File: config.mk
export PLATFORM = sky130hd
export DESIGN_NAME = wrsc_cell
export DESIGN_NICKNAME = d
export VERILOG_FILES = /design/src/hdl/wrsc_cell.sv
export SDC_FILE = /design/constraint.sdc
export NUM_CORES = 1
export LEC_CHECK = 0
export BUFFER_PORTS_ARGS = -buffer_cell sky130_fd_sc_hd__buf_2
export CAP_MARGIN = 20
export CORE_ASPECT_RATIO = 1.25
export CORE_MARGIN = 5
export CORE_UTILIZATION = 35
export DETAILED_ROUTE_END_ITERATION = 8
export SLEW_MARGIN = 30
export SYNTH_ARGS = -nofsm -noshare
export SYNTH_HDL_FRONTEND = slang
export SYNTH_SLANG_ARGS = --single-unit
File: constraint.sdc
create_clock -name clk -period 4.6 [get_ports clk]
set_input_delay 0.92 -clock clk [delete_from_list [all_inputs] [get_ports clk]]
set_output_delay 0.92 -clock clk [all_outputs]
set_load 0.1 [all_outputs]
File: src/hdl/wrsc_cell.sv
`default_nettype none
// One cell of the window. Cell i stands for the sample i places behind the
// newest one. On every shift each cell takes its upstream
// neighbour's running max and min and folds in the new sample, so it holds
// the max and min of all samples from its own one to the newest.
module wrsc_cell #(
    parameter int SB = 32
) (
    input  wire logic                 clk,
    input  wire logic                 rst_n,
    input  wire logic                 shift,
    input  wire logic                 clear,
    input  wire logic                 up_valid,
    input  wire logic signed [SB-1:0] up_max,
    input  wire logic signed [SB-1:0] up_min,
    input  wire logic signed [SB-1:0] new_sample,
    input  wire logic signed [31:0]   range_limit,
    output logic                      valid,
    output logic signed [SB-1:0]      max_out,
    output logic signed [SB-1:0]      min_out,
    output logic                      ok
);
    logic                 valid_reg, valid_next;
    logic signed [SB-1:0] mx_reg, mn_reg, mx_next, mn_next;
    logic signed [SB:0]   diff;
    logic signed [32:0]   diff_x;

    // neighbour's extremes widened by the newest sample
    always_comb
    begin
        mx_next    = (new_sample > up_max) ? new_sample : up_max;
        mn_next    = (new_sample < up_min) ? new_sample : up_min;
        valid_next = clear ? 1'b0 : up_valid;
    end

    always_ff @(posedge clk or negedge rst_n)
    begin
        if (!rst_n)
            valid_reg <= 1'b0;
        else if (shift)
            valid_reg <= valid_next;
    end

    // payload moves one cell down the chain per shift
    always_ff @(posedge clk)
    begin
        if (shift)
        begin
            mx_reg <= mx_next;
            mn_reg <= mn_next;
        end
    end

    // window from this cell to newest is within range
    assign diff    = {mx_reg[SB-1], mx_reg} - {mn_reg[SB-1], mn_reg};
    assign diff_x  = 33'(diff);
    assign valid   = valid_reg;
    assign max_out = mx_reg;
    assign min_out = mn_reg;
    assign ok      = valid_reg && !range_limit[31] && (diff_x <= 33'(range_limit));
endmodule
`default_nettype wire

======== Yosys cells after proc, flatten, opt, wreduce, memory -nomap -nowiden ========
Cells that the tools add are included.
operators by class
  add/subtract/negate cells ............... 1
  $lt $le $gt $ge ......................... 3
  muxes and demuxes ....................... 3
  reduce and logical (&&, ||, !) cells .... 3
operator list
  operator                                          number
  32-bit two-way mux                                2
  33-bit by 32-bit <= comparator with 1-bit output  1
  32-bit by 32-bit subtractor with 33-bit output    1
  32-bit > comparator                               1
  32-bit less-than comparator                       1
  1-bit logical AND                                 2
  1-bit zero test                                   1
  1-bit two-way mux                                 1
word-level totals
  register bits after elaboration ......... 65
  word-level logic and storage cells ...... 13

======== Depth between registers and ports, before layout ========
  depth after elaboration ................. 3
  mapped depth ............................ 20
  mapped depth without buffers ............ 20

======== Least setup slack after synthesis ========
No wires, ideal clock.
  kind .................................... reg2out
  from .................................... register mx_reg[0], in the netlist max_out[0]
  to ...................................... output port ok
  arrival ................................. 4766 ps
  required time ........................... 3680 ps
  setup slack ............................. -1086 ps
  cell stages (with the launch flop) ...... 20
  buffers on the path ..................... 0
  cells stage by stage .................... edfxtp_1 -> inv_1 -> ha_1 -> fa_1 -> nor2b_1 -> o21a_1 -> o21a_1 -> a21o_1 -> o211ai_1 -> o31a_1 -> o21ai_1 -> xnor2_1 -> ha_1 -> nand4_1 -> nor3_1 -> nand2_1 -> nor4_1 -> nor2_1 -> a21oi_1 -> and4_1
between the ends
  cells in the longest elaborated chain, start to end .. 3
RTL lines
  element                                           line  RTL
  start, declared                                   24    logic signed [SB-1:0] mx_reg, mn_reg, mx_next, mn_next;
  start signal, assigned                            49    mx_reg <= mx_next;
  32-bit by 32-bit subtractor with 33-bit output    55    assign diff = {mx_reg[SB-1], mx_reg} - {mn_reg[SB-1], mn_reg};
  33-bit by 32-bit <= comparator with 1-bit output  60    assign ok = valid_reg && !range_limit[31] && (diff_x <= 33'(range_limit));
  1-bit logical AND                                 60
  end, declared                                     21    output logic ok
No other way between the ends.

======== Worst setup path after layout ========
  from .................................... register mx_reg[1], in the netlist max_out[1]
  to ...................................... output port ok
Same word-level chain as after synthesis.

==> metrics.md <==
| Metric | Value |
|---|---|
| Status | `finished, violations left` |
| Failing checks | `negative setup slack` |
| Total leakage power | `0.00507 uW` |
| Dpl hpwl | `18100 um` |
| Clk_skew | `0 ns` |
| First-pass GRT wire length | `32000 um` |
| Class of the most critical setup path | `flop to primary output` |
| Overflow after GRT | `0` |
| Fin. Hold Viols | `0` |
| R2R Path Start | `valid` |
| Synth top area share | `0.272` |
| Warning count from the yosys run | `0` |
| Post-synth top area cell | `edfxtp_1` |
| Post-layout util | `0.476` |
| Skew-Pair Late Insertion Delay | `0.33 ns` |
| ANT nets after route | `0` |
| Via count | `6168` |
| Min-delay worst type | `primary input to asynchronous set/reset pin` |
| Yosys cell types | `64` |
| Clk root buf | `clkbuf_16` |
| DRT iter0 DRCs | `251` |
| Syn_area_per_cell | `9.65 um^2` |
| Worst-margin pin slew | `0.617 ns` |
| Reg clk slew, reported paths | `0.07 ns` |
| Die Ht | `169 um` |
| Flop2flop setup slack | `3.94 ns` |
| GPL Wtd Cong | `0.903` |
| Launch point of the worst path | `max_out[1]` |
| Tmin final | `5.14 ns` |
| I/O pin cnt | `199` |
| VDD IR-drop max | `0.167 mV` |
| Clock tree sinks | `65` |
| Wirelength, routed | `20600 um` |
| Crit path arrival time | `4.22 ns` |
| Initial antenna violation count | `0` |
| Synth top area cells | `edfxtp_1 (27%), ha_1 (23%), inv_1 (7.3%)` |
| Max-slew violations | `0` |
| Top FF cell, synth | `edfxtp_1` |
| Post-synth EDFFs | `64` |
| Fmax | `195 MHz` |
| Total CTS buffers | `9` |
| Max cap viols | `0` |
| Core ar. | `20000 um^2` |
| Tot Pwr | `3590 uW` |
| Vias per cell | `4.72` |
| DRT Pass-1 Iters | `4` |
| CTS H-Tree Depth | `3` |
| Chip width | `137 um` |
| Critical R2R Capture | `valid` |
| CP Capture Point | `ok` |
| Largest net degree at the start of global routing | `31` |
| Initial Util | `0.353` |
| Reg2reg path depth | `2` |
| Asr flop ratio synth | `0.0154` |
| Final period util | `1.12` |
| PnR worst setup slack | `-0.536 ns` |
| PD cells | `376 nW/um^2` |
| CTS Buffer Depth | `2` |
| Worst Path Max Fanout | `3` |
| Post-Syn Instances | `733` |
| Gr usage total | `0.177` |
| Area Growth Syn to Fin | `34.7%` |
| Synth Register Bits | `65` |
| Fraction of the yosys area taken by sequential cells | `0.275` |
| RSZ-0062 raised after global routing | `yes` |
| DRC viols | `0` |
| CTS tree | `yes` |
| Antenna Diode Count | `0` |
| Critical path startpoint category | `flop` |
| Layout cells sized above 1 | `0.353` |
| Routed len/inst | `15.8 um` |
| CP endpoint kind | `primary output` |
| Final setup violation count | `1` |
| NumNets Final | `1294` |
| Worst path required time | `3.68 ns` |
| Syn nets | `995` |
| Port Buffers | `198` |
| # rows | `58` |
| Mapped cell area | `7070 um^2` |
| Total die area | `23200 um^2` |
| Vias in the first global route | `6289` |
| Max-slew headroom | `0.589` |
## cells by family after synthesis
logic type,synth area share
AOI/OAI and AO/OA,0.167
buffers and inverters,0.0821
adders and majority gates,0.229
and+or+nand+nor,0.0964
DFF,0.275
muxes,0.118
xor gates and xnor gates,0.0322
## worst max-delay path, stage by stage (launching register included)
cell,delay [ns]
edfxtp_1,0.40
ha_1,0.31
nor2b_1,0.15
o2111ai_2,0.24
a41oi_2,0.17
or3b_4,0.45
o31ai_4,0.28
o221ai_2,0.17
xnor2_1,0.18
ha_1,0.30
nand4_1,0.13
nor3_2,0.21
nand2_1,0.12
nor4_4,0.16
nor2_1,0.07
a21oi_1,0.15
and4_4,0.24
buf_12,0.17
## cells in the final DEF (no fill, tap or decap), types with 19 or more instances in the layout
cell type / instances
nand4_1: 26
buf_2: 197
a21oi_1: 47
xnor2_1: 19
nor2_1: 27
a21o_1: 53
buf_4: 98
edfxtp_1: 64
inv_1: 138
mux2_1: 32
nand2_1: 23
mux2_4: 30
ha_1: 126
## per-stage QoR
step           cell area (um^2)  setup TNS [ns]  setup slack [ns]  hold slack, ns  cells
2_1_floorplan              7120          -0.537            -0.537           0.624    733
3_3_place_gp               9160          -0.175            -0.175           0.550   1290
3_5_place_dp               9160          -0.212            -0.212           0.560   1290
4_1_cts                    9510          -0.563            -0.563           0.334   1306
5_1_grt                    9530          -0.820            -0.820           0.338   1307
6_report                   9530          -0.536            -0.536           0.347   1307
## synthesized netlist by cell type (2+ instances only)
library cell	number
a211oi_1	5
a21o_1	53
a21oi_1	48
a221oi_1	2
a31oi_1	5
and2_1	2
and4_1	3
buf_2	4
buf_6	3
edfxtp_1	64
ha_1	128
inv_1	138
mux2_1	32
mux2_2	2
mux2_4	30
nand2_1	23
nand2b_1	5
nand3_1	8
nand4_1	26
nor2_1	27
nor2b_1	10
nor3_1	8
nor4_1	4
o211ai_1	5
o21a_1	7
o21ai_0	17
o21ai_1	3
o21bai_1	4
o22ai_1	3
o2bb2ai_1	2
or2_2	3
or4_1	3
xnor2_1	19
xor2_1	7
## layout make-up
class	count	area, um^2
fillers	1952	10500
flip-flops and latches	65	1950
repair buffers	297	1760
well taps	270	338
clock buffers	10	229
multi-input cells	521	4640
inverters	138	518
clock inverters	6	92.6
## what timing repair did
| action | CTS | global route |
|---|---|---|
| hold buffers | 0 | 0 |
| endpoints found under the setup margin | 1 | 1 |
| gates resized for setup | 4 | 2 |
| pin swaps | 0 | 1 |
| setup buffers | 0 | 1 |
## per-layer routing
layer / global-route usage / wire (um)
met2: 0.299 / 9910
met4: 0.0642 / 632
met1: 0.234 / 9500
met5: 0 / 0
met3: 0.0158 / 606
## how the worst min path moves through the flow
stage,endpoint,slack (ns),depth (start not counted),startpoint
3_5_place_dp,valid,0.56,2,valid
3_3_place_gp,valid,0.55,2,valid
5_1_grt,valid,0.34,1,rst_n
2_1_floorplan,valid,0.62,0,rst_n
4_1_cts,valid,0.33,1,rst_n
6_report,valid,0.35,1,rst_n
## power by group
part           leakage, uW  internal (uW)  switching (uW)  total (uW)
clock             0.000149            476             260         737
combinational      0.00428            806            1260        2070
sequential        0.000639            740            42.1         782
total              0.00507           2020            1560        3590
Power figures use the tool's default switching activity.
